===== src/sv/asv_pkg.sv =====
// ----------------------------------------------------------------------------
// asv_pkg
// Shared types and constants for the address string validator.
// ----------------------------------------------------------------------------
package asv_pkg;

    localparam logic [2:0] STATUS_VALID    = 3'd0;
    localparam logic [2:0] STATUS_REQUIRED = 3'd1;
    localparam logic [2:0] STATUS_TOO_LONG = 3'd2;
    localparam logic [2:0] STATUS_BAD_CHAR = 3'd3;
    localparam logic [2:0] STATUS_NOT_ADDR = 3'd4;

    localparam int HOST_MAX  = 63;
    localparam int QUAD_MAX  = 255;
    localparam int QUAD_PART = 4;
    localparam int PARTS_CAP = 5;

    localparam logic [7:0] CHAR_HYPHEN = 8'h2d;
    localparam logic [7:0] CHAR_DOT    = 8'h2e;
    localparam logic [7:0] CHAR_COMMA  = 8'h2c;
    localparam logic [7:0] CHAR_CR     = 8'h0d;
    localparam logic [7:0] CHAR_LF     = 8'h0a;
    localparam logic [7:0] CHAR_QUOTE  = 8'h22;

    typedef struct packed {
        logic       has_char;
        logic [7:0] char_code;
        logic       last;
    } in_t;

    typedef struct packed {
        logic [2:0] status;
        logic       is_dotted_quad;
    } out_t;

    typedef struct packed {
        logic       special_seen;
        logic       quad_broken;
        logic [2:0] quad_parts;
        logic [1:0] quad_digits;
        logic [9:0] quad_value;
        logic       name_broken;
        logic [5:0] label_length;
        logic       prev_hyphen;
        logic       prev_dot;
    } scan_t;

endpackage


===== src/sv/address_string_validator_core.sv =====
// ----------------------------------------------------------------------------
// address_string_validator_core
// Checks an address string, one character per transaction, for an IPv4
// dotted quad or a hostname and returns one status per string.
// ----------------------------------------------------------------------------
//  channel | direction | payload          | handshake
//  in      | input     | asv_pkg::in_t    | in_valid / in_ready
//  out     | output    | asv_pkg::out_t   | out_valid / out_ready
//
//  one character per cycle while no held result stalls a closing transaction;
//  a status reaches the result register after the closing transaction has
//  passed the input register; the scan state updates from the input register,
//  so strings may follow each other with no gap
//  reset clears the scan state and both valid flags
//  a held result stalls only a closing transaction; other characters go on
// ----------------------------------------------------------------------------
module address_string_validator_core #(
    parameter int MAX_LEN = 63
) (
    input  logic          clk,
    input  logic          rst_n,
    input  logic          in_valid,
    output logic          in_ready,
    input  asv_pkg::in_t  in_data,
    output logic          out_valid,
    input  logic          out_ready,
    output asv_pkg::out_t out_data
);

    localparam int CNT_CAP = ((MAX_LEN > asv_pkg::HOST_MAX) ? MAX_LEN : asv_pkg::HOST_MAX) + 1;
    localparam int CNT_W   = $clog2(CNT_CAP + 1);

    logic             s1_valid_reg;
    asv_pkg::in_t     s1_data_reg;
    logic [CNT_W-1:0] cnt_reg;
    logic [CNT_W-1:0] cnt_next;
    asv_pkg::scan_t   scan_reg;
    asv_pkg::scan_t   scan_next;
    logic             out_valid_reg;
    asv_pkg::out_t    out_data_reg;
    asv_pkg::out_t    result;
    logic             emit;
    logic             out_free;
    logic             s1_go;

    asv_step #(
        .MAX_LEN (MAX_LEN),
        .CNT_W   (CNT_W)
    ) u_step (
        .item      (s1_data_reg),
        .cnt       (cnt_reg),
        .scan      (scan_reg),
        .cnt_next  (cnt_next),
        .scan_next (scan_next),
        .emit      (emit),
        .result    (result)
    );

    assign out_free = !out_valid_reg || out_ready;
    assign s1_go    = s1_valid_reg && (!emit || out_free);
    assign in_ready = !s1_valid_reg || s1_go;

    always_ff @(posedge clk or negedge rst_n)
    begin
        if (!rst_n)
        begin
            s1_valid_reg  <= 1'b0;
            cnt_reg       <= '0;
            scan_reg      <= '0;
            out_valid_reg <= 1'b0;
        end
        else
        begin
            if (in_ready)
                s1_valid_reg <= in_valid;
            if (s1_go)
            begin
                cnt_reg  <= cnt_next;
                scan_reg <= scan_next;
            end
            if (s1_go && emit)
                out_valid_reg <= 1'b1;
            else if (out_ready)
                out_valid_reg <= 1'b0;
        end
    end

    always_ff @(posedge clk)
    begin
        if (in_ready && in_valid)
            s1_data_reg <= in_data;
        if (s1_go && emit)
            out_data_reg <= result;
    end

    assign out_valid = out_valid_reg;
    assign out_data  = out_data_reg;

endmodule


===== src/sv/asv_step.sv =====
// ----------------------------------------------------------------------------
// asv_step
// Per-character scan update and end-of-string status decision.
// ----------------------------------------------------------------------------
module asv_step #(
    parameter int MAX_LEN = 63,
    parameter int CNT_W   = 7
) (
    input  asv_pkg::in_t   item,
    input  logic [CNT_W-1:0] cnt,
    input  asv_pkg::scan_t scan,
    output logic [CNT_W-1:0] cnt_next,
    output asv_pkg::scan_t scan_next,
    output logic           emit,
    output asv_pkg::out_t  result
);

    localparam int CNT_CAP = ((MAX_LEN > asv_pkg::HOST_MAX) ? MAX_LEN : asv_pkg::HOST_MAX) + 1;

    logic [CNT_W-1:0] cnt_mid;
    asv_pkg::scan_t   mid;
    asv_pkg::scan_t   closed;
    logic [7:0]       c;
    logic             is_digit;
    logic             is_letter;
    logic             quad_ok;
    logic             name_ok;

    assign c         = item.char_code;
    assign is_digit  = c inside {[8'h30:8'h39]};
    assign is_letter = (c inside {[8'h41:8'h5a]}) || (c inside {[8'h61:8'h7a]});

    // character intake
    always_comb
    begin
        cnt_mid = cnt;
        mid     = scan;
        if (item.has_char)
        begin
            if (cnt < CNT_W'(CNT_CAP))
                cnt_mid = cnt + CNT_W'(1);
            if (c == asv_pkg::CHAR_COMMA || c == asv_pkg::CHAR_CR ||
                c == asv_pkg::CHAR_LF || c == asv_pkg::CHAR_QUOTE)
                mid.special_seen = 1'b1;

            // dotted quad
            if (is_digit)
            begin
                if (scan.quad_digits == 2'd3)
                    mid.quad_broken = 1'b1;
                else
                begin
                    mid.quad_value  = 10'((scan.quad_value << 3) + (scan.quad_value << 1)
                                          + {6'd0, c[3:0]});
                    mid.quad_digits = scan.quad_digits + 2'd1;
                end
            end
            else if (c == asv_pkg::CHAR_DOT)
            begin
                if (scan.quad_digits == 2'd0 || scan.quad_value > 10'(asv_pkg::QUAD_MAX))
                    mid.quad_broken = 1'b1;
                if (scan.quad_parts < 3'(asv_pkg::PARTS_CAP))
                    mid.quad_parts = scan.quad_parts + 3'd1;
                mid.quad_digits = 2'd0;
                mid.quad_value  = 10'd0;
            end
            else
                mid.quad_broken = 1'b1;

            // hostname
            if (c == asv_pkg::CHAR_DOT)
            begin
                if (scan.label_length == 6'd0 || scan.prev_hyphen)
                    mid.name_broken = 1'b1;
                mid.label_length = 6'd0;
                mid.prev_dot     = 1'b1;
                mid.prev_hyphen  = 1'b0;
            end
            else if (is_letter || is_digit || c == asv_pkg::CHAR_HYPHEN)
            begin
                if (scan.label_length == 6'd0 && c == asv_pkg::CHAR_HYPHEN)
                    mid.name_broken = 1'b1;
                if (scan.label_length >= 6'(asv_pkg::HOST_MAX))
                    mid.name_broken = 1'b1;
                else
                    mid.label_length = scan.label_length + 6'd1;
                mid.prev_hyphen = (c == asv_pkg::CHAR_HYPHEN);
                mid.prev_dot    = 1'b0;
            end
            else
                mid.name_broken = 1'b1;
        end
    end

    // final part close and status
    always_comb
    begin
        closed = mid;
        if (mid.quad_digits == 2'd0 || mid.quad_value > 10'(asv_pkg::QUAD_MAX))
            closed.quad_broken = 1'b1;
        if (mid.quad_parts < 3'(asv_pkg::PARTS_CAP))
            closed.quad_parts = mid.quad_parts + 3'd1;

        quad_ok = !closed.quad_broken && closed.quad_parts == 3'(asv_pkg::QUAD_PART);
        name_ok = !mid.name_broken && cnt_mid != '0 &&
                  cnt_mid <= CNT_W'(asv_pkg::HOST_MAX) && !mid.prev_hyphen && !mid.prev_dot;

        if (cnt_mid == '0)
            result.status = asv_pkg::STATUS_REQUIRED;
        else if (cnt_mid > CNT_W'(MAX_LEN))
            result.status = asv_pkg::STATUS_TOO_LONG;
        else if (mid.special_seen)
            result.status = asv_pkg::STATUS_BAD_CHAR;
        else if (!quad_ok && !name_ok)
            result.status = asv_pkg::STATUS_NOT_ADDR;
        else
            result.status = asv_pkg::STATUS_VALID;
        result.is_dotted_quad = quad_ok;
    end

    assign emit      = !item.has_char || item.last;
    assign cnt_next  = emit ? '0 : cnt_mid;
    assign scan_next = emit ? '0 : mid;

endmodule


===== config.mk =====
export PLATFORM = sky130hd
export DESIGN_NAME = address_string_validator_core
export DESIGN_NICKNAME = d
export VERILOG_FILES = /design/src/sv/asv_pkg.sv /design/src/sv/address_string_validator_core.sv /design/src/sv/asv_step.sv
export SDC_FILE = /design/constraint.sdc
export NUM_CORES = 1
export LEC_CHECK = 0
export ABC_AREA = 1
export BUFFER_PORTS_ARGS = -buffer_cell sky130_fd_sc_hd__buf_2
export CAP_MARGIN = 5
export CORE_MARGIN = 2
export CORE_UTILIZATION = 55
export CTS_BUF_LIST = sky130_fd_sc_hd__clkbuf_8
export CTS_CLUSTER_SIZE = 10
export DETAILED_ROUTE_END_ITERATION = 12
export GPL_TIMING_DRIVEN = 1
export HOLD_SLACK_MARGIN = 0.02
export PLACE_DENSITY = 0.75
export SYNTH_ARGS = -nofsm -noshare
export SYNTH_HDL_FRONTEND = slang
export SYNTH_HIERARCHICAL = 1
export SYNTH_SLANG_ARGS = --single-unit

===== constraint.sdc =====
create_clock -name clk -period 4.5 [get_ports clk]
set_input_delay 0.675 -clock clk [delete_from_list [all_inputs] [get_ports clk]]
set_output_delay 0.675 -clock clk [all_outputs]
set_load 0.01 [all_outputs]

==> results by group, run 1 <==
CTS
  • CTS tree: yes
  • Bufs on Longest Clock Path: 2
  • Worst skew pair latency: 310 ps
  • CTS clk-pin slew, worst paths: 100 ps
  • CTS resizes: 0
  • H-tree levels: 2
  • Setup Fix Bufs, Post-CTS: 0
  • Clock root buffer: clkbuf_8
  • CTS Buf Count: 5
  • Hold Buf Count CTS: 0
  • Clk sinks: 49

Global route
  • First-pass GRT wire length: 14000 µm
  • Initial antenna violation count: 0
  • GRT overflow: 0
  • Vias in the first global route: 3036
  • Largest net degree at the start of global routing: 37
  • GRT Util Overall: 23.6%

Power and ir drop
  • Max IR drop VDD: 0.191 mV
  • Leakage power: 1.92 nW
  • PwrDens: 259 nW/µm²

Synthesis
  • Syn_nets: 526
  • #FFs+latches synth: 49
  • Post-Synthesis Cells: 491
  • Post-synth cell types: 38
  • Sequential area share after synthesis: 36.4%
  • Mapped Area: 3560 µm²
  • Yosys warning count: 6
  • Syn_area_per_cell: 7.26 µm²

Place
  • I/O Buffers: 19
  • Inst Count DP: 575
  • DPL Wire Length: 5530 µm
  • Gp weighted congestion: 0.891

Cells and area
  • Commonest non-fill, non-tap cell in the layout: nand2_1
  • Fraction of layout cells with a size suffix above 1: 11.9%
  • Multi-input logic area: 1940 µm²
  • Fin cells: 583
  • Most frequent cells in the layout: nand2_1 (142), nand3_1 (56), inv_1 (54), nor2_1 (41), dfrtp_1 (35)
  • Core Util, Final: 59.8%
  • P&R area growth vs syn: 6.00%
  • FILL cells: 596
  • Final nets: 540
  • Max reg flops: 26
  • Register Area: 1300 µm²
  • Ant diodes: 0

Drt
  • Routed Antenna Nets: 0
  • Pre-antenna DRT Iters: 5
  • Vias per cell: 5.57
  • Vias: 3250
  • DR DRC count: 0
  • Per-cell routed wire length: 13.8 µm
  • Wire length after detailed routing: 8020 µm
  • Initial DRC Count: 286

Critical path
  • Worst Reg-to-Reg Cells: 8
  • Critical path class: flop to primary output
  • Critical-path cell list: inv_2 > nor2_1 > inv_1 > nand4_1 > buf_2
  • Crit. End Element: primary output
  • Worst Path Buf+Inv: 3
  • Top delay family on crit path: buffers and inverters
  • Slowest CP cell: edfxtp_1
  • Data arrival time of the critical path: 2270 ps
  • WP data required: 3830 ps
  • Levels on crit path: 5
  • Worst path max stage delay: 640 ps
  • Crit-path max FO: 25
  • Worst setup SP type: flop

STA
  • Hold violation total from the final report: 0
  • Slew margin rel.: 43.4%
  • Clk_skew: 11.5 ps
  • Highest clock rate: 0.339 GHz
  • Final Max Tran Viols: 0
  • Final Critical Period: 2950 ps
  • # setup viols final: 0
  • Setup TNS: 0 ps
  • Slew @ Worst Pin: 849 ps
  • RSZ-0062 raised after global routing: false
  • Final period util: 65.5%

Floorplanning
  • Die Span Y: 84.5 µm
  • Die X: 84.5 µm
  • Area of the core: 6310 µm²
  • Row Count: 29
  • Die ar.: 7140 µm²
  • Initial Util: 56.5%
  • Boundary Pins: 20

Outcome
  • Outcome: finished clean

Flow run
  • Max-cap viol count: 0

Hold path
  • Hold Path Class: input pin to asynchronous set/reset pin
==> cell families after synthesis <==
family                   share of synthesized area, %
flip-flops                                       36.4
buffers and inverters                            9.16
XOR/XNOR                                         2.70
adder cells (fa/ha/maj)                          7.79
AND/OR/NAND/NOR                                  35.3
AO/OA/AOI/OAI                                    8.63
==> cell usage after synthesis <==
master / number / share of area, %
nor3_2: 1 / 0.28
nand2_2: 5 / 0.88
clkinv_4: 1 / 0.25
nor2_4: 4 / 1.3
nor2_2: 5 / 0.88
xor2_1: 6 / 1.5
nor3_1: 8 / 1.1
o22ai_1: 2 / 0.35
edfxtp_1: 14 / 12
fa_1: 2 / 1.1
buf_2: 8 / 1.1
o21ai_1: 3 / 0.42
nand3_2: 3 / 0.84
nor3b_1: 1 / 0.21
buf_6: 3 / 0.95
clkbuf_1: 2 / 0.21
buf_4: 1 / 0.21
xnor2_1: 5 / 1.2
o211ai_1: 3 / 0.63
o21ai_0: 11 / 1.5
nand3_4: 1 / 0.49
nand2_4: 1 / 0.32
a31oi_1: 1 / 0.18
inv_2: 7 / 0.74
o21ai_2: 2 / 0.49
nand4_1: 9 / 1.6
inv_1: 54 / 5.7
or2_0: 1 / 0.18
ha_1: 19 / 6.7
a221oi_1: 2 / 0.49
o21a_2: 1 / 0.25
a21boi_1: 1 / 0.21
dfrtp_1: 35 / 25
nand2_1: 142 / 15
nor2_1: 41 / 4.3
a21oi_1: 29 / 4.1
nand3_1: 56 / 7.9
and2_1: 1 / 0.18
==> worst paths after layout <==
kind                                      to  slack, ps           start
worst min-delay path            scan_reg[11]        460           rst_n
max in group asynchronous        scan_reg[2]       3490           rst_n
worst min register to register   scan_reg[0]        480     scan_reg[0]
worst max-delay path                in_ready       1550  s1_data_reg[9]
min in group clk                 scan_reg[0]        480     scan_reg[0]
worst max register to register    cnt_reg[1]       1800  s1_data_reg[9]
==> per-layer routing <==
| metal | track usage (%) | routed length (µm) |
|---|---|---|
| met5 | 0 | 0 |
| met2 | 39.4 | 3780 |
| met3 | 3.05 | 415 |
| met4 | 6.06 | 88 |
| met1 | 32.8 | 3730 |
==> layout make-up <==
type	count	share of cell area [%]
clock inverters	2	0.364
well taps	77	2.55
flip-flops and latches	49	34.3
inverters	62	6.29
clock buffers	6	2.19
repair buffers	21	2.91
multi-input cells	366	51.4
==> metrics by stage <==
stage / power (mW) / cell area [µm²] / setup WS (ps) / hold slack [ps]
finish: 0.977 / 3780 / 1550 / 459
global placement: 0.701 / 3680 / 1860 / 456
detailed placement: 0.704 / 3680 / 1830 / 460
floorplan: 0.654 / 3560 / 2050 / 379
global route: 1.03 / 3780 / 1380 / 518
CTS: 0.987 / 3780 / 1540 / 483
==> power breakdown <==
part	internal, mW	switching (mW)
Clock	0.125	0.155
Sequential	0.485	0.0266
Combinational	0.0578	0.127
Power figures use the tool's default switching activity.
==> inputs of run 2 (changes only) <==
- ABC_AREA: 1 -> 0
- PLACE_DENSITY: 0.75 -> 0.78
- clock period: 4.5 -> 2.45 ns (I/O delays scaled with it)
==> results by group, run 2 <==
Outcome
  • Outcome: complete, but fails checks
  • Violations in the final reports: setup timing

Cells and area
  • Fraction of layout cells with a size suffix above 1: 24.4% (+13 points)
  • Ant diodes: 0 (unchanged)
  • Max reg flops: 26 (unchanged)
  • FILL cells: 605 (+1.5%)
  • Register Area: 1300 µm² (unchanged)
  • P&R area growth vs syn: 12.3%
  • Fin cells: 591 (+1.4%)
  • Post-route cell area: 4560 µm² (+21%)
  • Most frequent cells in the layout: nand2_1 (50), nor2_1 (42), buf_4 (39), nand2b_1 (37), dfrtp_1 (35)
  • Core Util, Final: 63.3% (+3.4 points)
  • Commonest non-fill, non-tap cell in the layout: nand2_1
  • Final nets: 527 (-2.4%)
  • Multi-input logic area: 2610 µm² (+34%)

Synthesis
  • Synth cell count leaders: nand2_1 (51), nor2_1 (43), nand2b_1 (37)
  • Post-synth top area share: 21.6% (-3.0 points)
  • Asr flop ratio synth: 71.4% (unchanged)
  • Mapped Area: 4060 µm² (+14%)
  • Yosys warning count: 6 (unchanged)
  • Number of synthesized flops with an enable pin: 14 (unchanged)
  • Post-Synthesis Cells: 455 (-7.3%)
  • Sequential area share after synthesis: 31.9% (-4.5 points)
  • #FFs+latches synth: 49 (unchanged)
  • Synth top area cells: dfrtp_1 (22%), edfxtp_1 (10%), o211ai_2 (9.2%)
  • Most frequent cell after synthesis: nand2_1
  • Main flop type after synthesis: dfrtp_1
  • Syn_nets: 490 (-6.8%)
  • Syn_area_per_cell: 8.93 µm² (+23%)
  • Post-synth cell types: 57 (+50%)
  • Leading area contributor after synthesis: dfrtp_1

Flow run
  • Max-cap viol count: 0 (unchanged)

Place
  • Pre-CTS setup slack: -390 ps (-2220 ps)
  • Gp weighted congestion: 0.887 (-0.47%)
  • I/O Buffers: 19 (unchanged)
  • DPL Wire Length: 6540 µm (+18%)
  • Dpl cell area: 4420 µm² (+20%)
  • Inst Count DP: 582 (+1.2%)

Critical path
  • Top delay family on crit path: adder cells
  • Data arrival time of the critical path: 2730 ps (+460 ps)
  • Slowest CP cell: fa_1
  • Levels on crit path: 11 (+6)
  • Worst path max stage delay: 490 ps (-150 ps)
  • WP data required: 2490 ps (-1340 ps)
  • FF-to-FF setup slack: -230 ps (-2030 ps)
  • Critical-path cell list: inv_2 > fa_1 > buf_4 > fa_2 > nor2b_4 > nor3_2 > o21bai_1 > a21oi_2 > xnor2_2 > a211oi_2 > a2111oi_2
  • Worst setup SP type: flop
  • Crit. End Element: flop
  • Critical R2R Launch: s1_data_reg[4]
  • R2r endpoint: out_data[3]
  • Critical path origin: s1_data_reg[4]
  • Critical path class: flop to flop
  • Crit-path max FO: 2 (-92%)
  • Last element of the critical path: out_data[3]
  • Worst Path Buf+Inv: 2 (-1)
  • Worst Reg-to-Reg Cells: 11 (+3)

Drt
  • Per-cell routed wire length: 16.9 µm (+23%)
  • Routed Antenna Nets: 0 (unchanged)
  • Vias: 3673 (+13%)
  • Pre-antenna DRT Iters: 5 (unchanged)
  • DR DRC count: 0 (unchanged)
  • Wire length after detailed routing: 9980 µm (+24%)
  • Vias per cell: 6.21 (+11%)
  • Initial DRC Count: 317 (+11%)

CTS
  • CTS clk-pin slew, worst paths: 90 ps (about the same)
  • Clk sinks: 49 (unchanged)
  • Worst skew pair latency: 300 ps (about the same)
  • H-tree levels: 2 (unchanged)
  • CTS tree: yes
  • Bufs on Longest Clock Path: 2 (unchanged)
  • CTS Buf Count: 5 (unchanged)
  • Clock root buffer: clkbuf_8

STA
  • Highest clock rate: 0.373 GHz
  • Hold WS: 177 ps (-282 ps)
  • Final Max Tran Viols: 0 (unchanged)
  • Setup TNS: -844 ps (-844 ps)
  • RSZ-0062 raised after global routing: true
  • Clk_skew: 7.84 ps (-3.67 ps)
  • Slew @ Worst Pin: 1020 ps (+170 ps)
  • Final period util: 109%
  • # setup viols final: 4 (+4)
  • Slew margin rel.: 32.1% (-11 points)
  • Final Critical Period: 2680 ps
  • Final worst setup slack: -232 ps (-1780 ps)
  • Hold violation total from the final report: 0 (unchanged)

Global route
  • First-pass GRT wire length: 16500 µm (+18%)
  • Largest net degree at the start of global routing: 68 (+84%)
  • Vias in the first global route: 3569 (+18%)
  • GRT overflow: 0 (unchanged)
  • Initial antenna violation count: 0 (unchanged)
  • GRT Util Overall: 24.6% (+0.95 points)

Power and ir drop
  • Sw Ratio: 31.7% (about the same)
  • Total power: 1.83 mW (+87%)
  • PwrDens: 401 nW/µm² (+55%)
  • Comb pwr share: 24.0% (+5.0 points)
  • Clock share of power: 25.3% (-3.4 points)
  • Power Internal: 1.25 mW (+87%)
  • Max IR drop VDD: 0.290 mV (+52%)
  • Flop pwr share: 50.7% (-1.6 points)
  • Net Sw Power: 0.580 mW (+87%)
  • Leakage power: 1.95 nW (+1.7%)

Floorplanning
  • Die ar.: 8090 µm² (+13%)
  • Initial Util: 56.3% (-0.13 points)
  • Area of the core: 7210 µm² (+14%)
  • Row Count: 31 (+6.9%)
  • Die X: 90.0 µm (+6.5%)
  • Die Span Y: 90.0 µm (+6.5%)
  • Boundary Pins: 20 (unchanged)

Hold path
  • Hold Path Class: input pin to asynchronous set/reset pin
[run 2: changes by cell type in the layout (fill, tap and decap cells not counted), moves of 14 or more]
cell,before,now
a21oi_1,29,15
buf_4,2,39
inv_1,54,13
nand2_1,142,50
nand2b_1,0,37
nand3_1,56,11
nand4b_1,0,34
o211ai_2,0,30
[run 2: cell families after synthesis]
kind of cell    share of synthesized area (%)
simple gates                             31.5
compound gates                           19.9
flops                                    31.9
buf+inv                                  5.70
fa+ha+maj                                6.84
xor+xnor                                 3.66
mux                                     0.493
[run 2: area by class of cell]
cell class	count	share of cell area (%)
tap	99	2.71
inverter	15	1.23
multi-input combinational	362	57.2
sequential	49	28.4
clock inverter	2	0.192
clock buffer	5	1.51
timing repair buffer	59	8.75
[run 2: worst min path at each step]
stage,from,end,slack [ps],cells past startpoint
floorplan,rst_n,cnt_reg[0],70,0
global placement,scan_reg[8],scan_reg[8],510,2
detailed placement,scan_reg[8],scan_reg[8],520,2
CTS,rst_n,cnt_reg[2],200,1
global route,in_data[3],s1_data_reg[3],220,1
finish,rst_n,cnt_reg[0],180,1
[run 2: metal layers]
metal	part of all wire (%)	GRT usage, %	wire length (µm)	up-vias
met5	0	0	0	-
met4	1.4	7.82	138	0
met3	6.2	4.11	614	16
met2	49	41.7	4930	135
met1	43	32.3	4300	1777
li1	-	-	-	1745
[run 2: timing repair]
action	CTS	global route
setup buffers	0	2
cloned	0	0
pin swaps	5	2
resized for setup	5	9
hold buffers	0	0
endpoints found under the setup margin	5	13
[run 2: power groups by stage]
| stage | Combinational, mW | Sequential, mW | Clock, mW |
|---|---|---|---|
| after floorplan | 0.295 | 0.947 | 0 |
| after global placement | 0.407 | 0.942 | 0 |
| after detailed placement | 0.418 | 0.944 | 0 |
| after CTS | 0.424 | 0.928 | 0.478 |
| after global routing | 0.479 | 0.935 | 0.509 |
| final | 0.440 | 0.928 | 0.463 |
